File: config.mk
export PLATFORM = sky130hd
export DESIGN_NAME = link_bandwidth_rate_smoother_flat
export DESIGN_NICKNAME = d
export VERILOG_FILES = /design/src/design/lbrs_pkg.sv /design/src/design/lbrs_if.sv /design/src/design/link_bandwidth_rate_smoother.sv /design/src/design/lbrs_apb.sv /design/src/design/lbrs_ns_div.sv /design/src/design/lbrs_rate_div.sv /design/src/flat_wrapper.sv
export SDC_FILE = /design/constraint.sdc
export NUM_CORES = 2
export LEC_CHECK = 0
export BUFFER_PORTS_ARGS = -buffer_cell sky130_fd_sc_hd__buf_2
export CAP_MARGIN = 20
export CORE_MARGIN = 2
export CORE_UTILIZATION = 26
export CTS_BUF_LIST = sky130_fd_sc_hd__clkbuf_16
export CTS_CLUSTER_DIAMETER = 40
export DETAILED_ROUTE_END_ITERATION = 16
export PLACE_DENSITY = 0.39
export SLEW_MARGIN = 10
export SYNTH_ARGS = -nofsm -noshare
export SYNTH_HDL_FRONTEND = slang
export SYNTH_HIERARCHICAL = 1
export SYNTH_SLANG_ARGS = --single-unit
File: constraint.sdc
create_clock -name clk -period 10 [get_ports clk]
set_input_delay 1 -clock clk [delete_from_list [all_inputs] [get_ports clk]]
set_output_delay 1 -clock clk [all_outputs]
set_load 0.01 [all_outputs]
File: src/design/lbrs_pkg.sv
// ============================================================================
// lbrs_pkg: shared types and constants of the link bandwidth rate smoother
// ----------------------------------------------------------------------------
// Field widths, divider sizing, smoothing constants, register map and the
// state type of the top-level sequencer.
// ============================================================================
package lbrs_pkg;

    // Field widths.
    localparam int DATA_W     = 64;
    localparam int RATE_W     = 32;
    localparam int SMOOTH_W   = 18;

    // Only the low COUNTER_BITS bits of a counter sample take part.
    localparam int COUNTER_BITS = 64;
    localparam logic [DATA_W-1:0] COUNTER_MASK = {DATA_W{1'b1}} >> (DATA_W - COUNTER_BITS);

    // Cycle to nanosecond scaling: ns = (dt * 10) / 33, done four bits a cycle.
    localparam int              NS_REM_W   = 6;
    localparam logic [NS_REM_W:0] NS_DIV   = 7'd33;
    localparam int              NS_DIGIT   = 4;
    localparam int              NS_STEPS   = DATA_W / NS_DIGIT;
    localparam int              NS_CNT_W   = $clog2(NS_STEPS);

    // Rate divider: divisor is ns >> DIV_SHIFT, one quotient bit a cycle.
    localparam int DIV_SHIFT  = 5;
    localparam int DIVISOR_W  = DATA_W - DIV_SHIFT;
    localparam int RD_CNT_W   = $clog2(DATA_W);

    // Smoothing: s = (255*s + (rate << 10)) >> 8 for rates below the limit.
    localparam logic [RATE_W-1:0] RATE_LIMIT = 32'd150;
    localparam int EWMA_SHIFT       = 8;
    localparam int RATE_SCALE_SHIFT = 10;
    localparam int EWMA_SUM_W       = SMOOTH_W + EWMA_SHIFT + 1;

    // Configuration port.
    localparam int PADDR_W = 3;
    localparam int PDATA_W = 32;
    localparam logic [PADDR_W-3:0] REG_DIRECTION = 1'b0;

    typedef enum logic [2:0] {
        ST_IDLE,
        ST_DIFF,
        ST_SCALE,
        ST_NSDIV,
        ST_RDIV,
        ST_EWMA,
        ST_WB
    } lbrs_state_t;

endpackage

File: src/design/lbrs_if.sv
// ============================================================================
// lbrs_if: valid/ready channels of the link bandwidth rate smoother
// ----------------------------------------------------------------------------
// lbrs_smp_if carries one counter sample, lbrs_res_if one result.
// ============================================================================
interface lbrs_smp_if;
    logic                        valid;
    logic                        ready;
    logic [lbrs_pkg::DATA_W-1:0] counter_sample;
    logic [lbrs_pkg::DATA_W-1:0] timestamp;

    modport source (output valid, output counter_sample, output timestamp, input ready);
    modport sink   (input valid, input counter_sample, input timestamp, output ready);
endinterface

interface lbrs_res_if;
    logic                          valid;
    logic                          ready;
    logic [lbrs_pkg::DATA_W-1:0]   elapsed_ns;
    logic [lbrs_pkg::RATE_W-1:0]   rate;
    logic                          rate_valid;
    logic [lbrs_pkg::SMOOTH_W-1:0] smoothed_rate;
    logic                          smoothed_updated;

    modport source (output valid, output elapsed_ns, output rate, output rate_valid,
                    output smoothed_rate, output smoothed_updated, input ready);
    modport sink   (input valid, input elapsed_ns, input rate, input rate_valid,
                    input smoothed_rate, input smoothed_updated, output ready);
endinterface

File: src/design/link_bandwidth_rate_smoother.sv
// ============================================================================
// link_bandwidth_rate_smoother: traffic counter rate estimator with EWMA
// ----------------------------------------------------------------------------
// Turns successive samples of a cumulative traffic counter and a cycle
// timestamp into an elapsed time in nanoseconds, an instantaneous rate and
// a smoothed rate per traffic direction.
//
//   channel  kind        direction  carries
//   -------  ----------  ---------  ------------------------------------------
//   smp      valid/ready  in        counter_sample, timestamp
//   res      valid/ready  out       elapsed_ns, rate, rate_valid,
//                                   smoothed_rate, smoothed_updated
//   apb      psel/penable in/out    direction register at byte address 0
//
// One sample is in flight at a time. From its transfer on smp to its result
// being loaded into the output register, a sample passes through the
// differences, the divider start, the divide-by-33 unit (sixteen four-bit
// steps), the bit-serial rate divider (64 steps), the smoothing step and the
// write-back; the two dividers dominate. When the interval is too short to
// give a nonzero divisor the rate divider and the smoothing step are skipped.
// The next sample can transfer in the cycle after the load. The output
// register lets the next sample transfer while a result still waits on res;
// a stalled res holds the sequencer only in its last state. Reset is
// asynchronous and clears the timestamps, counters, smoothed rates and
// direction to zero; no clearing pass is needed.
// ============================================================================
module link_bandwidth_rate_smoother (
    input  logic                          clk,
    input  logic                          rst_n,
    input  logic                          psel,
    input  logic                          penable,
    input  logic                          pwrite,
    input  logic [lbrs_pkg::PADDR_W-1:0]  paddr,
    input  logic [lbrs_pkg::PDATA_W-1:0]  pwdata,
    output logic [lbrs_pkg::PDATA_W-1:0]  prdata,
    output logic                          pready,
    lbrs_smp_if.sink                      smp,
    lbrs_res_if.source                    res
);

    // Configuration.
    logic direction;

    // Sequencer.
    lbrs_pkg::lbrs_state_t state_reg;
    lbrs_pkg::lbrs_state_t state_next;
    logic ns_start;
    logic rd_start;
    logic load_res;

    // Architectural state, reset to zero.
    logic [lbrs_pkg::DATA_W-1:0]   last_ts_reg;
    logic [lbrs_pkg::DATA_W-1:0]   last_in_reg;
    logic [lbrs_pkg::DATA_W-1:0]   last_out_reg;
    logic [lbrs_pkg::SMOOTH_W-1:0] smooth_in_reg;
    logic [lbrs_pkg::SMOOTH_W-1:0] smooth_out_reg;

    // Per-sample working registers.
    logic [lbrs_pkg::DATA_W-1:0]   count_reg;
    logic [lbrs_pkg::DATA_W-1:0]   ts_reg;
    logic [lbrs_pkg::DATA_W-1:0]   dt_reg;
    logic [lbrs_pkg::DATA_W-1:0]   delta_reg;
    logic [lbrs_pkg::DATA_W-1:0]   ns_reg;
    logic [lbrs_pkg::RATE_W-1:0]   rate_reg;
    logic                          rate_valid_reg;
    logic                          updated_reg;

    // Output register.
    logic                          res_valid_reg;
    logic [lbrs_pkg::DATA_W-1:0]   res_ns_reg;
    logic [lbrs_pkg::RATE_W-1:0]   res_rate_reg;
    logic                          res_rate_valid_reg;
    logic [lbrs_pkg::SMOOTH_W-1:0] res_smooth_reg;
    logic                          res_updated_reg;

    // Datapath nets.
    logic [lbrs_pkg::DATA_W-1:0]     last_sel;
    logic [lbrs_pkg::SMOOTH_W-1:0]   smooth_sel;
    logic [lbrs_pkg::DATA_W-1:0]     scaled_dt;
    logic                            ns_done;
    logic [lbrs_pkg::DATA_W-1:0]     ns_q;
    logic [lbrs_pkg::DIVISOR_W-1:0]  divisor;
    logic                            rd_done;
    logic [lbrs_pkg::RATE_W-1:0]     rd_q;
    logic [lbrs_pkg::EWMA_SUM_W-1:0] ewma_sum;
    logic [lbrs_pkg::SMOOTH_W-1:0]   ewma_new;
    logic                            below_limit;

    lbrs_apb u_apb (
        .clk       (clk),
        .rst_n     (rst_n),
        .psel      (psel),
        .penable   (penable),
        .pwrite    (pwrite),
        .paddr     (paddr),
        .pwdata    (pwdata),
        .prdata    (prdata),
        .pready    (pready),
        .direction (direction)
    );

    assign last_sel   = direction ? last_out_reg : last_in_reg;
    assign smooth_sel = direction ? smooth_out_reg : smooth_in_reg;

    // dt * 10 modulo 2^64 as two shifted copies.
    assign scaled_dt = (dt_reg << 3) + (dt_reg << 1);

    lbrs_ns_div u_ns_div (
        .clk      (clk),
        .rst_n    (rst_n),
        .start    (ns_start),
        .dividend (scaled_dt),
        .done     (ns_done),
        .quotient (ns_q)
    );

    assign divisor = ns_q[lbrs_pkg::DATA_W-1:lbrs_pkg::DIV_SHIFT];

    lbrs_rate_div u_rate_div (
        .clk      (clk),
        .rst_n    (rst_n),
        .start    (rd_start),
        .dividend (delta_reg),
        .divisor  (divisor),
        .done     (rd_done),
        .quotient (rd_q)
    );

    // Smoothing step: 255*s is s*256 - s. The rate is below 150 whenever this
    // is used, so its low eight bits carry all of it.
    assign ewma_sum = {1'b0, smooth_sel, {lbrs_pkg::EWMA_SHIFT{1'b0}}}
                    - {{(lbrs_pkg::EWMA_SHIFT+1){1'b0}}, smooth_sel}
                    + {{(lbrs_pkg::EWMA_SUM_W-8-lbrs_pkg::RATE_SCALE_SHIFT){1'b0}},
                       rate_reg[7:0], {lbrs_pkg::RATE_SCALE_SHIFT{1'b0}}};
    assign ewma_new    = ewma_sum[lbrs_pkg::EWMA_SHIFT +: lbrs_pkg::SMOOTH_W];
    assign below_limit = (rate_reg < lbrs_pkg::RATE_LIMIT);

    // Next state and control strobes.
    always_comb
    begin
        state_next = state_reg;
        ns_start   = 1'b0;
        rd_start   = 1'b0;
        load_res   = 1'b0;
        case (state_reg)
            lbrs_pkg::ST_IDLE:
            begin
                if (smp.valid)
                begin
                    state_next = lbrs_pkg::ST_DIFF;
                end
            end
            lbrs_pkg::ST_DIFF:
            begin
                state_next = lbrs_pkg::ST_SCALE;
            end
            lbrs_pkg::ST_SCALE:
            begin
                ns_start   = 1'b1;
                state_next = lbrs_pkg::ST_NSDIV;
            end
            lbrs_pkg::ST_NSDIV:
            begin
                if (ns_done)
                begin
                    // A short interval gives a zero divisor; the division
                    // and the smoothing step are skipped.
                    if (divisor != '0)
                    begin
                        rd_start   = 1'b1;
                        state_next = lbrs_pkg::ST_RDIV;
                    end
                    else
                    begin
                        state_next = lbrs_pkg::ST_WB;
                    end
                end
            end
            lbrs_pkg::ST_RDIV:
            begin
                if (rd_done)
                begin
                    state_next = lbrs_pkg::ST_EWMA;
                end
            end
            lbrs_pkg::ST_EWMA:
            begin
                state_next = lbrs_pkg::ST_WB;
            end
            lbrs_pkg::ST_WB:
            begin
                if (!res_valid_reg || res.ready)
                begin
                    load_res   = 1'b1;
                    state_next = lbrs_pkg::ST_IDLE;
                end
            end
            default:
            begin
                state_next = lbrs_pkg::ST_IDLE;
            end
        endcase
    end

    assign smp.ready = (state_reg == lbrs_pkg::ST_IDLE);

    // Control and architectural state.
    always_ff @(posedge clk or negedge rst_n)
    begin
        if (!rst_n)
        begin
            state_reg      <= lbrs_pkg::ST_IDLE;
            res_valid_reg  <= 1'b0;
            last_ts_reg    <= '0;
            last_in_reg    <= '0;
            last_out_reg   <= '0;
            smooth_in_reg  <= '0;
            smooth_out_reg <= '0;
        end
        else
        begin
            state_reg <= state_next;

            if (load_res)
            begin
                res_valid_reg <= 1'b1;
            end
            else if (res.ready)
            begin
                res_valid_reg <= 1'b0;
            end

            // The new timestamp and count are recorded whether or not a rate
            // comes out of this sample.
            if (state_reg == lbrs_pkg::ST_DIFF)
            begin
                last_ts_reg <= ts_reg;
                if (direction)
                begin
                    last_out_reg <= count_reg;
                end
                else
                begin
                    last_in_reg <= count_reg;
                end
            end

            if (state_reg == lbrs_pkg::ST_EWMA && below_limit)
            begin
                if (direction)
                begin
                    smooth_out_reg <= ewma_new;
                end
                else
                begin
                    smooth_in_reg <= ewma_new;
                end
            end
        end
    end

    // Per-sample datapath registers.
    always_ff @(posedge clk)
    begin
        if (smp.valid && smp.ready)
        begin
            count_reg <= smp.counter_sample & lbrs_pkg::COUNTER_MASK;
            ts_reg    <= smp.timestamp;
        end

        if (state_reg == lbrs_pkg::ST_DIFF)
        begin
            dt_reg    <= ts_reg - last_ts_reg;
            delta_reg <= (count_reg - last_sel) & lbrs_pkg::COUNTER_MASK;
        end

        if (state_reg == lbrs_pkg::ST_NSDIV && ns_done)
        begin
            ns_reg         <= ns_q;
            rate_reg       <= '0;
            rate_valid_reg <= (divisor != '0);
            updated_reg    <= 1'b0;
        end

        if (state_reg == lbrs_pkg::ST_RDIV && rd_done)
        begin
            rate_reg <= rd_q;
        end

        if (state_reg == lbrs_pkg::ST_EWMA)
        begin
            updated_reg <= below_limit;
        end

        if (load_res)
        begin
            res_ns_reg         <= ns_reg;
            res_rate_reg       <= rate_reg;
            res_rate_valid_reg <= rate_valid_reg;
            res_smooth_reg     <= smooth_sel;
            res_updated_reg    <= updated_reg;
        end
    end

    assign res.valid            = res_valid_reg;
    assign res.elapsed_ns       = res_ns_reg;
    assign res.rate             = res_rate_reg;
    assign res.rate_valid       = res_rate_valid_reg;
    assign res.smoothed_rate    = res_smooth_reg;
    assign res.smoothed_updated = res_updated_reg;

endmodule

File: src/design/lbrs_apb.sv
// ============================================================================
// lbrs_apb: configuration register block
// ----------------------------------------------------------------------------
// Holds the direction select. Writes land on the access cycle; pready is
// tied high.
// ============================================================================
module lbrs_apb (
    input  logic                          clk,
    input  logic                          rst_n,
    input  logic                          psel,
    input  logic                          penable,
    input  logic                          pwrite,
    input  logic [lbrs_pkg::PADDR_W-1:0]  paddr,
    input  logic [lbrs_pkg::PDATA_W-1:0]  pwdata,
    output logic [lbrs_pkg::PDATA_W-1:0]  prdata,
    output logic                          pready,
    output logic                          direction
);

    logic direction_reg;
    logic direction_next;
    logic sel_direction;

    assign sel_direction = (paddr[lbrs_pkg::PADDR_W-1:2] == lbrs_pkg::REG_DIRECTION);

    always_comb
    begin
        direction_next = direction_reg;
        if (psel && penable && pwrite && sel_direction)
        begin
            direction_next = pwdata[0];
        end
    end

    always_ff @(posedge clk or negedge rst_n)
    begin
        if (!rst_n)
        begin
            direction_reg <= 1'b0;
        end
        else
        begin
            direction_reg <= direction_next;
        end
    end

    assign prdata    = sel_direction ? {{(lbrs_pkg::PDATA_W-1){1'b0}}, direction_reg} : '0;
    assign pready    = 1'b1;
    assign direction = direction_reg;

endmodule

File: src/design/lbrs_ns_div.sv
// ============================================================================
// lbrs_ns_div: divide-by-33 unit
// ----------------------------------------------------------------------------
// Long division by the constant 33, four dividend bits per cycle, with a
// six-bit partial remainder. Quotient replaces the dividend in place.
// ============================================================================
module lbrs_ns_div (
    input  logic                         clk,
    input  logic                         rst_n,
    input  logic                         start,
    input  logic [lbrs_pkg::DATA_W-1:0]  dividend,
    output logic                         done,
    output logic [lbrs_pkg::DATA_W-1:0]  quotient
);

    logic                              busy_reg;
    logic                              busy_next;
    logic                              done_reg;
    logic                              done_next;
    logic [lbrs_pkg::NS_CNT_W-1:0]     cnt_reg;
    logic [lbrs_pkg::NS_CNT_W-1:0]     cnt_next;
    logic [lbrs_pkg::DATA_W-1:0]       acc_reg;
    logic [lbrs_pkg::DATA_W-1:0]       acc_next;
    logic [lbrs_pkg::NS_REM_W-1:0]     rem_reg;
    logic [lbrs_pkg::NS_REM_W-1:0]     rem_next;

    // Four restoring steps on narrow values per cycle.
    always_comb
    begin
        logic [lbrs_pkg::NS_REM_W:0]   trial;
        logic [lbrs_pkg::NS_REM_W-1:0] r;
        logic [lbrs_pkg::NS_DIGIT-1:0] q;
        r     = rem_reg;
        q     = '0;
        trial = '0;
        for (int k = 0; k < lbrs_pkg::NS_DIGIT; k++)
        begin
            trial = {r, acc_reg[lbrs_pkg::DATA_W-1-k]};
            if (trial >= lbrs_pkg::NS_DIV)
            begin
                q[lbrs_pkg::NS_DIGIT-1-k] = 1'b1;
                r = lbrs_pkg::NS_REM_W'(trial - lbrs_pkg::NS_DIV);
            end
            else
            begin
                r = trial[lbrs_pkg::NS_REM_W-1:0];
            end
        end
        rem_next = r;
        acc_next = {acc_reg[lbrs_pkg::DATA_W-lbrs_pkg::NS_DIGIT-1:0], q};
    end

    always_comb
    begin
        busy_next = busy_reg;
        done_next = 1'b0;
        cnt_next  = cnt_reg;
        if (start)
        begin
            busy_next = 1'b1;
            cnt_next  = lbrs_pkg::NS_CNT_W'(lbrs_pkg::NS_STEPS - 1);
        end
        else if (busy_reg)
        begin
            cnt_next = cnt_reg - 1'b1;
            if (cnt_reg == '0)
            begin
                busy_next = 1'b0;
                done_next = 1'b1;
            end
        end
    end

    always_ff @(posedge clk or negedge rst_n)
    begin
        if (!rst_n)
        begin
            busy_reg <= 1'b0;
            done_reg <= 1'b0;
            cnt_reg  <= '0;
        end
        else
        begin
            busy_reg <= busy_next;
            done_reg <= done_next;
            cnt_reg  <= cnt_next;
        end
    end

    always_ff @(posedge clk)
    begin
        if (start)
        begin
            acc_reg <= dividend;
            rem_reg <= '0;
        end
        else if (busy_reg)
        begin
            acc_reg <= acc_next;
            rem_reg <= rem_next;
        end
    end

    assign done     = done_reg;
    assign quotient = acc_reg;

endmodule

File: src/design/lbrs_rate_div.sv
// ============================================================================
// lbrs_rate_div: bit-serial rate divider
// ----------------------------------------------------------------------------
// Restoring division of the 64-bit counter delta by the 59-bit scaled
// interval, one quotient bit per cycle. Only the low 32 quotient bits leave.
// ============================================================================
module lbrs_rate_div (
    input  logic                            clk,
    input  logic                            rst_n,
    input  logic                            start,
    input  logic [lbrs_pkg::DATA_W-1:0]     dividend,
    input  logic [lbrs_pkg::DIVISOR_W-1:0]  divisor,
    output logic                            done,
    output logic [lbrs_pkg::RATE_W-1:0]     quotient
);

    logic                               busy_reg;
    logic                               busy_next;
    logic                               done_reg;
    logic                               done_next;
    logic [lbrs_pkg::RD_CNT_W-1:0]      cnt_reg;
    logic [lbrs_pkg::RD_CNT_W-1:0]      cnt_next;
    logic [lbrs_pkg::DATA_W-1:0]        acc_reg;
    logic [lbrs_pkg::DATA_W-1:0]        acc_next;
    logic [lbrs_pkg::DIVISOR_W-1:0]     rem_reg;
    logic [lbrs_pkg::DIVISOR_W-1:0]     rem_next;
    logic [lbrs_pkg::DIVISOR_W-1:0]     dvs_reg;
    logic [lbrs_pkg::DIVISOR_W:0]       trial;
    logic [lbrs_pkg::DIVISOR_W:0]       diff;
    logic                               ge;

    assign trial    = {rem_reg, acc_reg[lbrs_pkg::DATA_W-1]};
    assign diff     = trial - {1'b0, dvs_reg};
    assign ge       = (trial >= {1'b0, dvs_reg});
    assign rem_next = ge ? diff[lbrs_pkg::DIVISOR_W-1:0] : trial[lbrs_pkg::DIVISOR_W-1:0];
    assign acc_next = {acc_reg[lbrs_pkg::DATA_W-2:0], ge};

    always_comb
    begin
        busy_next = busy_reg;
        done_next = 1'b0;
        cnt_next  = cnt_reg;
        if (start)
        begin
            busy_next = 1'b1;
            cnt_next  = lbrs_pkg::RD_CNT_W'(lbrs_pkg::DATA_W - 1);
        end
        else if (busy_reg)
        begin
            cnt_next = cnt_reg - 1'b1;
            if (cnt_reg == '0)
            begin
                busy_next = 1'b0;
                done_next = 1'b1;
            end
        end
    end

    always_ff @(posedge clk or negedge rst_n)
    begin
        if (!rst_n)
        begin
            busy_reg <= 1'b0;
            done_reg <= 1'b0;
            cnt_reg  <= '0;
        end
        else
        begin
            busy_reg <= busy_next;
            done_reg <= done_next;
            cnt_reg  <= cnt_next;
        end
    end

    always_ff @(posedge clk)
    begin
        if (start)
        begin
            acc_reg <= dividend;
            rem_reg <= '0;
            dvs_reg <= divisor;
        end
        else if (busy_reg)
        begin
            acc_reg <= acc_next;
            rem_reg <= rem_next;
        end
    end

    assign done     = done_reg;
    assign quotient = acc_reg[lbrs_pkg::RATE_W-1:0];

endmodule

File: src/flat_wrapper.sv
// flat-port wrapper written by rule: the top's interface ports become plain ports
module link_bandwidth_rate_smoother_flat 
  (clk, rst_n, psel, penable, pwrite, paddr, pwdata, prdata, pready, smp_valid, smp_counter_sample, smp_timestamp, smp_ready, res_valid, res_elapsed_ns, res_rate, res_rate_valid, res_smoothed_rate, res_smoothed_updated, res_ready);
  lbrs_smp_if smp_i ();
  lbrs_res_if res_i ();
  input  logic clk;
  input  logic rst_n;
  input  logic psel;
  input  logic penable;
  input  logic pwrite;
  input  logic [lbrs_pkg::PADDR_W-1:0] paddr;
  input  logic [lbrs_pkg::PDATA_W-1:0] pwdata;
  output logic [lbrs_pkg::PDATA_W-1:0] prdata;
  output logic pready;
  input wire logic [$bits(smp_i.valid)-1:0] smp_valid;
  input wire logic [$bits(smp_i.counter_sample)-1:0] smp_counter_sample;
  input wire logic [$bits(smp_i.timestamp)-1:0] smp_timestamp;
  output wire logic [$bits(smp_i.ready)-1:0] smp_ready;
  output wire logic [$bits(res_i.valid)-1:0] res_valid;
  output wire logic [$bits(res_i.elapsed_ns)-1:0] res_elapsed_ns;
  output wire logic [$bits(res_i.rate)-1:0] res_rate;
  output wire logic [$bits(res_i.rate_valid)-1:0] res_rate_valid;
  output wire logic [$bits(res_i.smoothed_rate)-1:0] res_smoothed_rate;
  output wire logic [$bits(res_i.smoothed_updated)-1:0] res_smoothed_updated;
  input wire logic [$bits(res_i.ready)-1:0] res_ready;
  assign smp_i.valid = smp_valid;
  assign smp_i.counter_sample = smp_counter_sample;
  assign smp_i.timestamp = smp_timestamp;
  assign smp_ready = smp_i.ready;
  assign res_valid = res_i.valid;
  assign res_elapsed_ns = res_i.elapsed_ns;
  assign res_rate = res_i.rate;
  assign res_rate_valid = res_i.rate_valid;
  assign res_smoothed_rate = res_i.smoothed_rate;
  assign res_smoothed_updated = res_i.smoothed_updated;
  assign res_i.ready = res_ready;
  link_bandwidth_rate_smoother u_core (.clk(clk), .rst_n(rst_n), .psel(psel), .penable(penable), .pwrite(pwrite), .paddr(paddr), .pwdata(pwdata), .prdata(prdata), .pready(pready), .smp(smp_i), .res(res_i));
endmodule
* Yosys cells after proc, flatten, opt, wreduce, memory -nomap -nowiden
Index checks and enable logic that the tools add are counted.
Word-level totals: flip-flop bits (word level) 966, bits of input ports 170, output and inout port bits 151, logic and storage cells 135
Cells by class: add/subtract/negate cells 12, order comparisons 6, eq/ne operators 10, muxes and demuxes 50, bitwise logic cells 2, reductions and logical operators 23
Operator list (number):
- two-way mux 64 bit | 5
- adder 64 bit | 1
- two-way mux 32 bit | 2
- subtractor 64 bit | 1
- subtractor 63 bit | 1
- greater-or-equal comparator 60 x 59 -> 1 bit | 1
- two-way mux 59 bit | 1
- nonzero test 59 bit | 1
- subtractor 59 bit | 1
- two-way mux 6 bit | 6
- less-than comparator 32 x 8 -> 1 bit (second input constant) | 1
- greater-or-equal comparator 7 x 6 -> 1 bit (second input constant) | 4
- two-way mux 1 bit | 27
- adder 26 x 18 -> 26 bit | 1
- subtractor 26 x 18 -> 26 bit | 1
- subtractor 6 bit (second input constant) | 4
- one-hot mux 3 bit (7 select lines) | 1
- two-way mux 18 bit | 1
- two-way mux 3 bit | 4
- nonzero test 2 bit | 5
- equality test 3 bit (second input constant) | 3
- two-way mux 4 bit | 2
- AND reduction 2 bit | 4
- logical AND 1 bit | 7
- 14 further kinds | 18

* Longest topological paths before layout
depth after elaboration 10, gate-level depth with buffers 23, mapped depth without buffers 22

* Modules after synthesis
The synthesis kept the hierarchy.
By module, submodules not included:
- link_bandwidth_rate_smoother | instances 1, cells each 3024, area an instance 35650.4 µm²
- lbrs_rate_div | instances 1, cells each 1171, area an instance 11514.8 µm²
- lbrs_ns_div | instances 1, cells each 359, area an instance 4419.2 µm²
- lbrs_apb | instances 1, cells each 38, area an instance 301.5 µm²

* Least setup slack after synthesis
OpenSTA, ideal clock, no wires.
kind in2reg, start point input port res_ready, end point register u_core.res_ns_reg (netlist bit u_core/res.elapsed_ns[0]), enable pin, setup time 0.630 ns, arrival time 6.641 ns, data required time 9.370 ns, slack 2.730 ns, cell stages on the path 2, buffers on the path 0, path through inv_1 -> a21oi_1
Between the ends: cells in the longest elaborated chain, start to end 3
RTL lines:
- start, declared | line flat_wrapper.sv:25 | input wire logic [$bits(res_i.ready)-1:0] res_ready;
- logical OR 1 bit | line link_bandwidth_rate_smoother.sv:192 | if (!res_valid_reg || res.ready)
- two-way mux 1 bit | line link_bandwidth_rate_smoother.sv:192
- two-way mux 1 bit | line link_bandwidth_rate_smoother.sv:145 | case (state_reg)
- net u_core.load_res | line link_bandwidth_rate_smoother.sv:49 | logic load_res;
- end signal, assigned | line link_bandwidth_rate_smoother.sv:297 | res_ns_reg <= ns_reg;
- end, declared | line link_bandwidth_rate_smoother.sv:70 | logic [lbrs_pkg::DATA_W-1:0] res_ns_reg;
The timed path passes the listed nets, and every way through them passes these cells. A chain may end at the register's enable or synchronous reset.

* Final worst setup path
start point register u_core.u_ns_div.acc_reg (netlist bit u_core/u_ns_div/quotient[63]), end point register u_core/u_ns_div/rem_reg[4] in the netlist's numbering
Between the ends: cells in the longest elaborated chain, start to end 8, elaborated cells between the ends (all ways) 12
RTL lines:
- start, declared | line lbrs_ns_div.sv:22 | logic [lbrs_pkg::DATA_W-1:0] acc_reg;
- start signal, assigned | line lbrs_ns_div.sv:94 | acc_reg <= dividend;
- start signal, assigned | line lbrs_ns_div.sv:99 | acc_reg <= acc_next;
- subtractor 6 bit or greater-or-equal comparator 7 x 6 -> 1 bit (tied branches) | line lbrs_ns_div.sv:42, lbrs_ns_div.sv:39
- two-way mux 6 bit * | line lbrs_ns_div.sv:39 | if (trial >= lbrs_pkg::NS_DIV)
- subtractor 6 bit or greater-or-equal comparator 7 x 6 -> 1 bit (tied branches) | line lbrs_ns_div.sv:42, lbrs_ns_div.sv:39
- two-way mux 6 bit * | line lbrs_ns_div.sv:39
- subtractor 6 bit or greater-or-equal comparator 7 x 6 -> 1 bit (tied branches) | line lbrs_ns_div.sv:42, lbrs_ns_div.sv:39
- two-way mux 6 bit * | line lbrs_ns_div.sv:39
- subtractor 6 bit or greater-or-equal comparator 7 x 6 -> 1 bit (tied branches) | line lbrs_ns_div.sv:42, lbrs_ns_div.sv:39
- two-way mux 6 bit * | line lbrs_ns_div.sv:39
- end signal, assigned | line lbrs_ns_div.sv:100 | rem_reg <= rem_next;
- end, declared | line lbrs_ns_div.sv:24 | logic [lbrs_pkg::NS_REM_W-1:0] rem_reg;
Every way passes the cells marked *; elsewhere a longest branch is shown, timed or not.

==> impl_metrics.tcl <==
set metrics [dict create \
    final_layout_size_suffix_gt1_share_pct 18.9 \
    rows 163 \
    cellInternalPower_mw 12.9 \
    worstSetupEndpointType "flip-flop" \
    post_cts.resized_instances 0 \
    wirelength_um 143000 \
    routedWlPerCell_um 18.7 \
    grt_pass1_vias 35700 \
    reg2reg_setup_slack_ns 3.91 \
    max_cap_violations 0 \
    grt_overflow 0 \
    wire_length_of_the_first_global_routing_pass_um 218000 \
    vias 35100 \
    tritoncts "built" \
    max_clock_freq_mhz 164 \
    power_density_mw_per_mm2 339 \
    cts_hold_repair.buffers 0 \
    postSynthRegisterBits 966 \
    seq_area_frac_synth_pct 52.3 \
    yosysWarnings 6 \
    min_period_over_period_pct 60.9 \
    share_seq_of_total_power_pct 30.6 \
    drt_drc_violations_left 0 \
    crit_required_ns 10.70 \
    finalHoldViolations 0 \
    cp_data_arrival_time_ns 6.79 \
    clock_tree.root_cell "sky130_fd_sc_hd__clkbuf_16" \
    irDropWorstVdd_mv 0.173 \
    clock_insertion_delay_worst_skew_ns 0.82 \
    leading_register_cell_type_out_of_synthesis "sky130_fd_sc_hd__edfxtp_1" \
    final.setup_skew_ns 0.0408 \
    grt_antenna_before_repair 11 \
    clk_path_buf_depth 3 \
    crit_path_cell_trace "ha_1 -> nor3_1 -> a311oi_1 -> a21oi_1 -> ha_1 -> a31oi_1 -> nand2_1 -> o31ai_4 -> xnor2_1 -> ha_1 -> nor2_1 -> nand4b_1 -> a21oi_1 -> a21bo_1 -> nand2_4 -> xnor2_1 -> ha_1 -> nand4_1 -> a31oi_4 -> o21ai_1 -> a2111oi_4" \
    drt_first_iter_violations 2175 \
    area_enclosed_by_the_die_boundary_mm2 0.203 \
    cts_made_buffers 181 \
    postSynthCellCount 4592 \
    total_switching_power_mw 8.05 \
    yosys.cell_types.count 124 \
    synth_area_mm2 0.0519 \
    slew-limit-headroom_pct 26.5 \
    fp.coreArea_mm2 0.198 \
    chipWidth_um 451 \
    dp_hpwl_um 105000 \
    final_nets 5300 \
    htreeDepth 4 \
    placed_cells 7294 \
    finish.cell_count_without_fillers 7638 \
    clkSlewWorstSetupHoldPaths_ns 0.05 \
    regToRegStartpoint "u_core/u_ns_div/quotient[63]" \
    slowest_delay_ns 0.72 \
    critical-path-top-cell-by-count "sky130_fd_sc_hd__ha_1" \
    crit_type "flip-flop to flip-flop" \
    tightest_slew_ns 1.09 \
    timing.final.crit_period_ns 6.09 \
    post-cts-setup-buffer-count 0 \
    global_route_usage_over_all_layers_pct 13.9 \
    die-height_um 451 \
    port_buffers 254 \
    rr_endpoint "u_core/u_ns_div/rem_reg[4]" \
    synth_async_sr_flop_share_pct 25.5 \
    cts_num_sinks 966 \
    clock_power_share_pct 28.8 \
    detail_route.vias_per_cell 4.59 \
    initial_core_util_pct 26.2 \
    fraction_of_power_spent_switching_nets_pct 38.4 \
    io_pins 321 \
    cell_depth_of_the_worst_flop_to_flop_path 21 \
    crit_path_top_delay_cell "sky130_fd_sc_hd__edfxtp_1" \
    maxSlewViolCount 0 \
    fin_tns_setup_ns 0 \
    p_leak_nw 24.3 \
    status "complete, no violations" \
    critical_path.startpoint_type "flip-flop" \
    grt_max_degree 136 \
    antenna_violating_nets_post_route 0 \
    postSynthAreaPerCell_um2 11.3 \
    power.combinational.fraction_pct 40.6 \
    detailedRoute.firstPassIterationCount 5 \
    setup_violations 0 \
    gpl.final_weighted_congestion 0.837 \
    setup_repair_after_global_routing_missed_its_margin "no" \
    hp-class "primary input to asynchronous set/reset pin" \
    area_delta_synth_final_pct 19.1 \
    synth_edf_count 655 \
    crit_path_max_fanout 16 \
]
[per-stage QoR]
step                setup WS (ns)  power, mW  hold WS, ns  cell area, um^2  util (%)
detailed placement           3.89       15.0        0.405            55600      28.1
global placement             3.92       15.0        0.402            55600      28.1
floorplan                    2.73       12.7        0.400            52000         -
finish                       3.91       21.0        0.113            61800      31.2
global route                 3.40       22.5       0.0940            61800      31.2
CTS                          3.84       21.2       0.0760            61700      31.2
[cell type report]
type,count,area (um^2)
clock inverter,156,1520
antenna,1,2.50
clock buffer,185,4630
timing repair buffer,284,1550
inverter,269,1010
tap,2640,3300
fill,20300,136000
multi-input combinational,3137,22600
sequential,966,27100
[kinds of logic after synthesis]
| family | count (synthesis) | share of synthesized area (%) |
|---|---|---|
| other cells | 3 | 0.0217 |
| simple gates | 1071 | 10.1 |
| buf+inv | 519 | 4.41 |
| flops | 966 | 52.3 |
| fa+ha+maj | 291 | 7.19 |
| mux | 381 | 8.01 |
| compound gates | 1104 | 13.7 |
| xor+xnor | 257 | 4.34 |
[critical path: cells and delay by family (launching register included)]
family | cells | cell delay [ns]
AND/OR/NAND/NOR | 6 | 0.81
flip-flops | 1 | 0.72
XOR/XNOR | 2 | 0.69
adder cells (fa/ha/maj) | 4 | 1.16
AO/OA/AOI/OAI | 9 | 2.59
[per-layer routing]
| metal | global-route usage, % | routed length, um | up-vias |
|---|---|---|---|
| met3 | 2.69 | 5460 | 218 |
| met5 | 0 | 25 | - |
| li1 | - | - | 17300 |
| met1 | 19.0 | 68200 | 17000 |
| met4 | 4.72 | 4010 | 4 |
| met2 | 21.7 | 65100 | 622 |
[how the worst max path moves through the flow]
| stage | cells past startpoint | endpoint | startpoint |
|---|---|---|---|
| floorplan | 2 | u_core/res.elapsed_ns[0] | res_ready |
| global placement | 21 | u_core/u_ns_div/rem_reg[4] | u_core/u_ns_div/quotient[63] |
| detailed placement | 21 | u_core/u_ns_div/rem_reg[4] | u_core/u_ns_div/quotient[63] |
| CTS | 21 | u_core/u_ns_div/rem_reg[4] | u_core/u_ns_div/quotient[63] |
| global route | 21 | u_core/u_ns_div/rem_reg[4] | u_core/u_ns_div/quotient[63] |
| finish | 21 | u_core/u_ns_div/rem_reg[4] | u_core/u_ns_div/quotient[63] |
[synthesized netlist by cell type (all sizes together), types with 20 or more instances]
cell type,number,area (um^2)
edfxtp,655,19700
nand2,379,1430
a21oi,346,1750
ha,279,3490
o21ai,274,1380
mux2,272,3060
inv,269,1010
dfrtp,246,6160
nor2,241,910
xnor2,179,1570
clkbuf,138,549
buf,110,706
mux2i,109,1090
a21o,100,753
xor2,78,683
nand4,76,482
o21bai,68,510
dfxtp,65,1300
and2,57,358
a211oi,53,408
nand3,51,255
nor3,51,270
a31oi,43,290
nor4,38,268
nor2b,37,239
nand2b,32,200
o21a,28,210
and3,23,151
o31ai,23,200
o211ai,20,150
[power by group through the flow]
| stage | Combinational [mW] | Sequential [mW] | Clock, mW |
|---|---|---|---|
| finish | 8.51 | 6.42 | 6.03 |
| CTS | 8.55 | 6.45 | 6.22 |
| global route | 9.54 | 6.56 | 6.41 |
| floorplan | 6.61 | 6.12 | 0 |
| global placement | 8.50 | 6.50 | 0 |
| detailed placement | 8.49 | 6.52 | 0 |
[cell usage in the layout, fill, tap and decap left out, types with 109 or more instances in the layout]
| cell type | netlist | routed |
|---|---|---|
| sky130_fd_sc_hd__dfrtp_1 | 246 | 244 |
| sky130_fd_sc_hd__inv_1 | 268 | 287 |
| sky130_fd_sc_hd__nor2_1 | 239 | 238 |
| sky130_fd_sc_hd__ha_1 | 279 | 279 |
| sky130_fd_sc_hd__buf_2 | 24 | 253 |
| sky130_fd_sc_hd__mux2i_1 | 109 | 109 |
| sky130_fd_sc_hd__clkbuf_16 | 0 | 185 |
| sky130_fd_sc_hd__a21oi_1 | 342 | 341 |
| sky130_fd_sc_hd__xnor2_1 | 179 | 179 |
| sky130_fd_sc_hd__mux2_2 | 271 | 271 |
| sky130_fd_sc_hd__nand2_1 | 378 | 378 |
| sky130_fd_sc_hd__edfxtp_1 | 655 | 655 |
| sky130_fd_sc_hd__o21ai_0 | 256 | 256 |
No activity file was read; power rests on OpenSTA's default activity.
